[config.mk]
export PLATFORM = sky130hd
export DESIGN_NAME = radio_module_watchdog_sequencer
export DESIGN_NICKNAME = d
export VERILOG_FILES = /design/src/rmws_pkg.sv /design/src/radio_module_watchdog_sequencer.sv
export SDC_FILE = /design/constraint.sdc
export NUM_CORES = 1
export LEC_CHECK = 0
export ABC_AREA = 1
export BUFFER_PORTS_ARGS = -buffer_cell sky130_fd_sc_hd__buf_2
export CAP_MARGIN = 20
export CORE_MARGIN = 2
export CORE_UTILIZATION = 35
export CTS_BUF_LIST = sky130_fd_sc_hd__clkbuf_16
export DETAILED_ROUTE_END_ITERATION = 8
export HOLD_SLACK_MARGIN = 0.02
export SETUP_SLACK_MARGIN = 0.4
export SLEW_MARGIN = 20
export SYNTH_ARGS = -nofsm -noshare
export SYNTH_HDL_FRONTEND = slang
export SYNTH_SLANG_ARGS = --single-unit
[constraint.sdc]
create_clock -name clock -period 6.1 [get_ports clock]
set_clock_uncertainty 0.05 [all_clocks]
set_input_delay 0.61 -clock clock [delete_from_list [all_inputs] [get_ports clock]]
set_output_delay 0.61 -clock clock [all_outputs]
set_load 0.01 [all_outputs]
[src/rmws_pkg.sv]
// Shared types and constants for the radio module watchdog sequencer.
// No dependencies; used by radio_module_watchdog_sequencer.
`default_nettype none

package rmws_pkg;

   // Command codes carried on each tick beat
   localparam logic [1:0] CMD_NONE = 2'd0;
   localparam logic [1:0] CMD_ON   = 2'd1;
   localparam logic [1:0] CMD_OFF  = 2'd2;

   // Phase codes reported on the result channel
   localparam logic [1:0] PHASE_IDLE    = 2'd0;
   localparam logic [1:0] PHASE_ON      = 2'd1;
   localparam logic [1:0] PHASE_OFF     = 2'd2;
   localparam logic [1:0] PHASE_RESTART = 2'd3;

   // Configuration register indexes
   localparam logic [1:0] CSR_SUBTICKS_PER_SECOND = 2'd0;
   localparam logic [1:0] CSR_STUCK_SECONDS       = 2'd1;
   localparam logic [1:0] CSR_SILENCE_MINUTES     = 2'd2;
   localparam logic [1:0] CSR_SETTLE_TICKS        = 2'd3;

   // Configuration reset values
   localparam logic [7:0] RST_SUBTICKS_PER_SECOND = 8'd50;
   localparam logic [7:0] RST_STUCK_SECONDS       = 8'd10;
   localparam logic [7:0] RST_SILENCE_MINUTES     = 8'd60;
   localparam logic [7:0] RST_SETTLE_TICKS        = 8'd5;

   localparam logic [5:0] SECONDS_PER_MINUTE = 6'd60;

   // Power sequencer state, one-hot
   typedef enum logic [3:0] {
      ST_IDLE    = 4'b0001,
      ST_ON      = 4'b0010,
      ST_OFF     = 4'b0100,
      ST_RESTART = 4'b1000
   } phase_state_type;

endpackage

`default_nettype wire

[src/radio_module_watchdog_sequencer.sv]
// Radio module watchdog and power sequencer: one tick beat in, one result beat out.
// An accepted request beat passes the input register, then the result register.
// Throughput: one beat per cycle unless rsp_ready stalls, set by the single update
// step of the counters and sequencer between the two registers.
// Reset: synchronous, active high; clears all counters, sequencer state and
// beat valid flags and loads the configuration registers with their defaults.
// Depends on rmws_pkg.
`default_nettype none

module radio_module_watchdog_sequencer (
   input  wire logic       clock,
   input  wire logic       reset,
   // tick request channel
   input  wire logic       req_valid,
   output logic            req_ready,
   input  wire logic       req_heartbeat_level,
   input  wire logic       req_data_received,
   input  wire logic [1:0] req_command,
   // result channel
   output logic            rsp_valid,
   input  wire logic       rsp_ready,
   output logic            rsp_chip_enable,
   output logic            rsp_uart_enabled,
   output logic [1:0]      rsp_phase,
   output logic            rsp_restart_started,
   // configuration write port
   input  wire logic       csr_write_enable,
   input  wire logic [1:0] csr_index,
   input  wire logic [7:0] csr_write_data
);

   // Configuration registers
   logic [7:0] cfg_sps_ff, cfg_stuck_ff, cfg_silence_ff, cfg_settle_ff;

   // Input stage
   logic       s1_valid_ff, s1_valid_in;
   logic       s1_hb_ff, s1_rx_ff;
   logic [1:0] s1_cmd_ff;
   logic       s1_advance;

   // Watchdog counters
   logic [7:0] high_sub_ff, high_sub_in, high_sec_ff, high_sec_in;
   logic [7:0] low_sub_ff, low_sub_in, low_sec_ff, low_sec_in;
   logic [7:0] sil_sub_ff, sil_sub_in;
   logic [5:0] sil_sec_ff, sil_sec_in;
   logic [7:0] sil_min_ff, sil_min_in;

   // Power sequencer
   rmws_pkg::phase_state_type phase_ff, phase_in;
   logic [7:0] ticks_ff, ticks_in;
   logic       pend_ff, pend_in;
   logic       enable_ff, enable_in;
   logic       uart_ff, uart_in;
   logic       fired;
   logic       done;
   logic [1:0] phase_code;

   // Result stage
   logic       rsp_valid_ff, rsp_valid_in;
   logic       rsp_ce_ff, rsp_uart_ff, rsp_fired_ff;
   logic [1:0] rsp_phase_ff;

   // Move the held beat on when the result slot is free or being drained
   assign s1_advance = s1_valid_ff && (!rsp_valid_ff || rsp_ready);
   assign req_ready  = !s1_valid_ff || s1_advance;

   assign s1_valid_in  = (req_valid && req_ready) ? 1'b1 :
                         (s1_advance ? 1'b0 : s1_valid_ff);
   assign rsp_valid_in = s1_advance ? 1'b1 : (rsp_ready ? 1'b0 : rsp_valid_ff);

   // Configuration writes
   always_ff @(posedge clock) begin
      if (reset) begin
         cfg_sps_ff     <= rmws_pkg::RST_SUBTICKS_PER_SECOND;
         cfg_stuck_ff   <= rmws_pkg::RST_STUCK_SECONDS;
         cfg_silence_ff <= rmws_pkg::RST_SILENCE_MINUTES;
         cfg_settle_ff  <= rmws_pkg::RST_SETTLE_TICKS;
      end else if (csr_write_enable) begin
         unique case (csr_index)
            rmws_pkg::CSR_SUBTICKS_PER_SECOND: cfg_sps_ff     <= csr_write_data;
            rmws_pkg::CSR_STUCK_SECONDS:       cfg_stuck_ff   <= csr_write_data;
            rmws_pkg::CSR_SILENCE_MINUTES:     cfg_silence_ff <= csr_write_data;
            rmws_pkg::CSR_SETTLE_TICKS:        cfg_settle_ff  <= csr_write_data;
         endcase
      end
   end

   // One tick update: command, watchdogs, then sequencer
   always_comb begin
      fired       = 1'b0;
      done        = 1'b0;
      high_sub_in = high_sub_ff;
      high_sec_in = high_sec_ff;
      low_sub_in  = low_sub_ff;
      low_sec_in  = low_sec_ff;
      sil_sub_in  = sil_sub_ff;
      sil_sec_in  = sil_sec_ff;
      sil_min_in  = sil_min_ff;
      phase_in    = phase_ff;
      ticks_in    = ticks_ff;
      pend_in     = pend_ff;
      enable_in   = enable_ff;
      uart_in     = uart_ff;

      // take the command first; unused codes do nothing
      if (s1_cmd_ff == rmws_pkg::CMD_ON) begin
         phase_in = rmws_pkg::ST_ON;
         pend_in  = 1'b1;
      end else if (s1_cmd_ff == rmws_pkg::CMD_OFF) begin
         phase_in = rmws_pkg::ST_OFF;
      end

      // heartbeat stuck watchdog: count the current level, clear the other
      if (s1_hb_ff) begin
         low_sub_in  = 8'd0;
         low_sec_in  = 8'd0;
         high_sub_in = high_sub_ff + 8'd1;
         if (high_sub_in >= cfg_sps_ff) begin
            high_sub_in = 8'd0;
            high_sec_in = high_sec_ff + 8'd1;
            if (high_sec_in >= cfg_stuck_ff) begin
               high_sec_in = 8'd0;
               fired       = 1'b1;
            end
         end
      end else begin
         high_sub_in = 8'd0;
         high_sec_in = 8'd0;
         low_sub_in  = low_sub_ff + 8'd1;
         if (low_sub_in >= cfg_sps_ff) begin
            low_sub_in = 8'd0;
            low_sec_in = low_sec_ff + 8'd1;
            if (low_sec_in >= cfg_stuck_ff) begin
               low_sec_in = 8'd0;
               fired      = 1'b1;
            end
         end
      end

      // silence watchdog: received data restarts the count at this tick
      if (s1_rx_ff) begin
         sil_sub_in = 8'd0;
         sil_sec_in = 6'd0;
         sil_min_in = 8'd0;
      end
      sil_sub_in = sil_sub_in + 8'd1;
      if (sil_sub_in >= cfg_sps_ff) begin
         sil_sub_in = 8'd0;
         sil_sec_in = sil_sec_in + 6'd1;
         if (sil_sec_in >= rmws_pkg::SECONDS_PER_MINUTE) begin
            sil_sec_in = 6'd0;
            sil_min_in = sil_min_in + 8'd1;
            if (sil_min_in >= cfg_silence_ff) begin
               sil_min_in = 8'd0;
               fired      = 1'b1;
            end
         end
      end

      // a watchdog overrides the command
      if (fired) begin
         phase_in = rmws_pkg::ST_RESTART;
         pend_in  = 1'b1;
      end

      // power sequencer
      unique case (phase_in)
         rmws_pkg::ST_ON: begin
            if (pend_in) begin
               pend_in   = 1'b0;
               ticks_in  = 8'd0;
               enable_in = 1'b1;
            end
            done     = ticks_in >= cfg_settle_ff;
            ticks_in = done ? 8'd0 : ticks_in + 8'd1;
            if (done) begin
               phase_in = rmws_pkg::ST_IDLE;
               uart_in  = 1'b1;
            end
         end
         rmws_pkg::ST_OFF: begin
            pend_in   = 1'b0;
            ticks_in  = 8'd0;
            enable_in = 1'b0;
            uart_in   = 1'b0;
            phase_in  = rmws_pkg::ST_IDLE;
         end
         rmws_pkg::ST_RESTART: begin
            if (pend_in) begin
               pend_in   = 1'b0;
               ticks_in  = 8'd0;
               enable_in = 1'b0;
               uart_in   = 1'b0;
            end
            done     = ticks_in >= cfg_settle_ff;
            ticks_in = done ? 8'd0 : ticks_in + 8'd1;
            if (done) begin
               phase_in = rmws_pkg::ST_ON;
               pend_in  = 1'b1;
            end
         end
         default: begin
         end
      endcase

      // map the state to its reported code
      unique case (phase_in)
         rmws_pkg::ST_ON:      phase_code = rmws_pkg::PHASE_ON;
         rmws_pkg::ST_OFF:     phase_code = rmws_pkg::PHASE_OFF;
         rmws_pkg::ST_RESTART: phase_code = rmws_pkg::PHASE_RESTART;
         default:              phase_code = rmws_pkg::PHASE_IDLE;
      endcase
   end

   // Control registers
   always_ff @(posedge clock) begin
      if (reset) begin
         s1_valid_ff  <= 1'b0;
         rsp_valid_ff <= 1'b0;
         high_sub_ff  <= 8'd0;
         high_sec_ff  <= 8'd0;
         low_sub_ff   <= 8'd0;
         low_sec_ff   <= 8'd0;
         sil_sub_ff   <= 8'd0;
         sil_sec_ff   <= 6'd0;
         sil_min_ff   <= 8'd0;
         phase_ff     <= rmws_pkg::ST_IDLE;
         ticks_ff     <= 8'd0;
         pend_ff      <= 1'b0;
         enable_ff    <= 1'b0;
         uart_ff      <= 1'b0;
      end else begin
         s1_valid_ff  <= s1_valid_in;
         rsp_valid_ff <= rsp_valid_in;
         // advance state only as a beat leaves the input register
         if (s1_advance) begin
            high_sub_ff <= high_sub_in;
            high_sec_ff <= high_sec_in;
            low_sub_ff  <= low_sub_in;
            low_sec_ff  <= low_sec_in;
            sil_sub_ff  <= sil_sub_in;
            sil_sec_ff  <= sil_sec_in;
            sil_min_ff  <= sil_min_in;
            phase_ff    <= phase_in;
            ticks_ff    <= ticks_in;
            pend_ff     <= pend_in;
            enable_ff   <= enable_in;
            uart_ff     <= uart_in;
         end
      end
   end

   // Payload registers
   always_ff @(posedge clock) begin
      if (req_valid && req_ready) begin
         s1_hb_ff  <= req_heartbeat_level;
         s1_rx_ff  <= req_data_received;
         s1_cmd_ff <= req_command;
      end
      if (s1_advance) begin
         rsp_ce_ff    <= enable_in;
         rsp_uart_ff  <= uart_in;
         rsp_phase_ff <= phase_code;
         rsp_fired_ff <= fired;
      end
   end

   assign rsp_valid           = rsp_valid_ff;
   assign rsp_chip_enable     = rsp_ce_ff;
   assign rsp_uart_enabled    = rsp_uart_ff;
   assign rsp_phase           = rsp_phase_ff;
   assign rsp_restart_started = rsp_fired_ff;

   // Power-off always completes within its tick
   a_no_off_phase: assert property (@(posedge clock) disable iff (reset)
      rsp_valid |-> rsp_phase != rmws_pkg::PHASE_OFF)
      else $error("powering-off phase reported on a result beat");

   // A fired watchdog leaves the sequencer restarting or already powering on
   a_fire_phase: assert property (@(posedge clock) disable iff (reset)
      (rsp_valid && rsp_restart_started) |->
         (rsp_phase == rmws_pkg::PHASE_RESTART || rsp_phase == rmws_pkg::PHASE_ON))
      else $error("watchdog fired without entering restart");

   // The UART is only on while the module is powered
   a_uart_needs_ce: assert property (@(posedge clock) disable iff (reset)
      (rsp_valid && rsp_uart_enabled) |-> rsp_chip_enable)
      else $error("UART enabled with chip enable low");

   // A held beat with a free result slot moves on in the next cycle
   a_advance: assert property (@(posedge clock) disable iff (reset)
      (s1_valid_ff && !rsp_valid_ff) |=> rsp_valid_ff)
      else $error("held beat failed to reach the result register");

endmodule

`default_nettype wire
==> results.yml <==
setup_path:
  crit_top_cell: "nand2_1"
  r2r-end: "rsp_uart_enabled"
  crit_path_start: "s1_rx_ff"
  crit_end: "rsp_uart_enabled"
  r2r_cells: 30
  start_kind: "flip-flop"
  crit_arrival_ns: 4.94
  reg2reg_slack_ns: 1.24
  critPathMaxFanout: 15
  crit_slowest_cell: "edfxtp_1"
  r2r_start: "s1_rx_ff"
  worstSetupPathType: "reg -> reg"
  cp-end-kind: "flip-flop"
  slowest_delay_ns: 0.40
  cp.required_ns: 6.18
yosys:
  syn_avg_cell_area_um2: 7.252
  yosysTopAreaCell: "dfxtp_1"
  synth_most_common_cell: "nand2_1"
  syn_area_um2: 6904
  synth_warnings: 0
  synth_seq_area_share_pct: 33.78
  synthMuxAreaShare_pct: 0
  synth.net_count: 1035
  synth-seq-cells: 112
  yosys.area_share.simple_pct: 25.32
  synthTopCellsByCount: "nand2_1 (179), inv_1 (144), dfxtp_1 (103)"
  synth_edf_count: 9
  synth.top_cell.area_share_pct: 29.87
  synth_cell_types: 40
  synth_top_family_by_area: "simple AND/OR/NAND/NOR gates"
  synthCells: 952
  synthAdderAreaFrac_pct: 11.60
  synth-compound-area-share_pct: 15.15
  ys.flop_type: "dfxtp_1"
  yosys.area_share.xor_xnor_pct: 4.694
  netlist_top_cells_area: "dfxtp_1 (30%), ha_1 (12%), nand2_1 (9.7%), inv_1 (7.8%), nor2_1 (5.5%)"
  ys_async_sr_fraction_pct: 0
die:
  die_area_um2: 20870
  core_area_um2: 19400
  die_w_um: 144.5
  io_pins: 26
  fp.dieH_um: 144.5
  start_util_pct: 35.59
  fp-row-count: 51
timing:
  relSlewSlack_pct: 39.32
  rsz0062_at_grt: "false"
  setup_tns_ns: 0
  tightestPinTransition_ns: 0.9033
  setup_viol: 0
  slew_violations: 0
  post-route-period-util_pct: 79.73
  hold_viol: 0
  fmax_mhz: 205.6
  finalCriticalPeriod_ns: 4.864
clock_network:
  clk_latency_ns: 0.36
  clkSinkCount: 112
  cts_max_level: 3
  cts.clk_slew.worst_paths_ns: 0.07
  cts-root-buf: "clkbuf_16"
  cts_buffer_depth: 2
  cts_made_buffers: 9
  cts_tree: "built"
  cts_hold_buf: 0
detailed_routing:
  drtIter0Drc: 288
  firstDrtPassIters: 4
  ant_nets: 0
  via_per_inst: 4.793
  vias: 5943
  wirelength_um: 15760
  wl_per_cell_um: 12.71
  drc_errors: 0
power:
  power_density_nw_per_um2: 201.3
  design_power_total_w: 0.001527
  p_leak_nw: 3.617
  peakVddDrop_uv: 118.2
global_routing:
  gr-max-usage-layer: "met2"
  grt_pass1_wl_um: 26600
  grt_use_met3_pct: 3.444
  grtUsageTotal_pct: 16.11
  gr-total-overflow: 0
  antenna_found_initial: 0
  grt_max_degree: 63
  grt_use_met1_pct: 20.69
  grt_pass1_vias: 5626
  met2_usage_pct: 27.49
placement:
  numPortBuffers: 25
  dp_hpwl_um: 11610
  gp_congestion: 0.8338
status:
  status: "completed"
layout:
  antenna_cells: 0
  fillers: 2057
  area_growth_pct: 9.840
  nets: 1053
  drive_gt1_share_pct: 7.795
  fin_util_pct: 39.09
worst_hold_path:
  hp-class: "in -> reg"
flow_run:
  maxCapViolCount: 0
[cell usage in the layout, fill, tap and decap left out, types with 10 or more instances in the layout]
| cell | instances |
|---|---|
| nand2_1 | 178 |
| inv_1 | 144 |
| dfxtp_1 | 103 |
| nor2_1 | 102 |
| a21oi_1 | 74 |
| ha_1 | 64 |
| o21ai_0 | 47 |
| nand3_1 | 44 |
| xor2_1 | 27 |
| buf_2 | 25 |
| a22oi_1 | 16 |
| nand4_1 | 15 |
| nand3b_1 | 13 |
| nor3_1 | 13 |
| o211ai_1 | 11 |
| xnor2_1 | 10 |
[per-stage QoR]
step / setup slack [ns] / hold WS (ns) / cell area (um^2) / cells
6_report: 1.236 / 0.3758 / 7584 / 1240
2_1_floorplan: 1.613 / 0.3853 / 6904 / 952
5_1_grt: 0.5616 / 0.3533 / 7584 / 1240
3_3_place_gp: 1.082 / 0.4035 / 7303 / 1223
4_1_cts: 0.9370 / 0.3619 / 7576 / 1239
3_5_place_dp: 0.9292 / 0.4061 / 7303 / 1223
[power by group]
group | switching (W) | total (W) | internal [W]
clock network | 0.000289 | 0.000567 | 0.000278
registers | 0.0000119 | 0.000778 | 0.000766
logic | 0.000125 | 0.000182 | 0.0000567
total | 0.000426 | 0.00153 | 0.00110
[worst min-delay path by stage]
stage	slack, ns	cells after the start	end	startpoint
after floorplan	0.39	2	cfg_settle_ff[1]	cfg_settle_ff[1]
after global placement	0.40	2	sil_sub_ff[0]	sil_sub_ff[0]
after detailed placement	0.41	2	cfg_silence_ff[1]	cfg_silence_ff[1]
after CTS	0.36	1	s1_cmd_ff[1]	req_command[1]
after global routing	0.35	1	s1_cmd_ff[0]	req_command[0]
final	0.38	1	s1_cmd_ff[1]	req_command[1]
[state kept, by name, summed over array words and instances, names as in the netlist, 8 cells and up]
name            count
sil_sub_ff          8
cfg_settle_ff       8
cfg_stuck_ff        8
low_sub_ff          8
cfg_sps_ff          8
high_sub_ff         8
sil_min_ff          8
high_sec_ff         8
ticks_ff            8
low_sec_ff          8
cfg_silence_ff      8
[worst max-delay path, delay by kind of cell (launching register included)]
family                     cells  cell delay (ns)
adders and majority gates      2             0.54
and+or+nand+nor               17             2.41
AOI/OAI and AO/OA              6             0.74
buffers and inverters          5             0.49
DFF                            1             0.40
[cell type report]
| type | instances | area [um^2] | area share [%] |
|---|---|---|---|
| clock buffers | 9 | 225.2 | 2.970 |
| multi-input cells | 667 | 3921 | 51.71 |
| well taps | 265 | 331.6 | 4.372 |
| flip-flops and latches | 112 | 2332 | 30.75 |
| repair buffers | 30 | 162.7 | 2.145 |
| inverters | 150 | 563.0 | 7.425 |
| clock inverters | 7 | 47.55 | 0.6270 |
[cells by family (layout without fill, tap and decap cells)]
family,after synthesis,count (layout)
AOI/OAI and AO/OA,178,178
adders and majority gates,64,64
and+or+nand+nor,388,388
buffers and inverters,173,196
xor gates and xnor gates,37,37
DFF,112,112
[layer usage]
| layer | vias up | routed length (um) |
|---|---|---|
| met5 | - | 0 |
| met4 | 0 | 195 |
| met3 | 12 | 494 |
| met2 | 67 | 7310 |
| met1 | 2703 | 7761 |
| li1 | 3161 | - |
[repair_timing]
action,in CTS,in global routing
gates resized for setup,0,0
buffers inserted,0,1
hold endpoints to repair,0,0
setup endpoints to repair,0,12
Note: power is estimated with default switching activity, not from simulation.
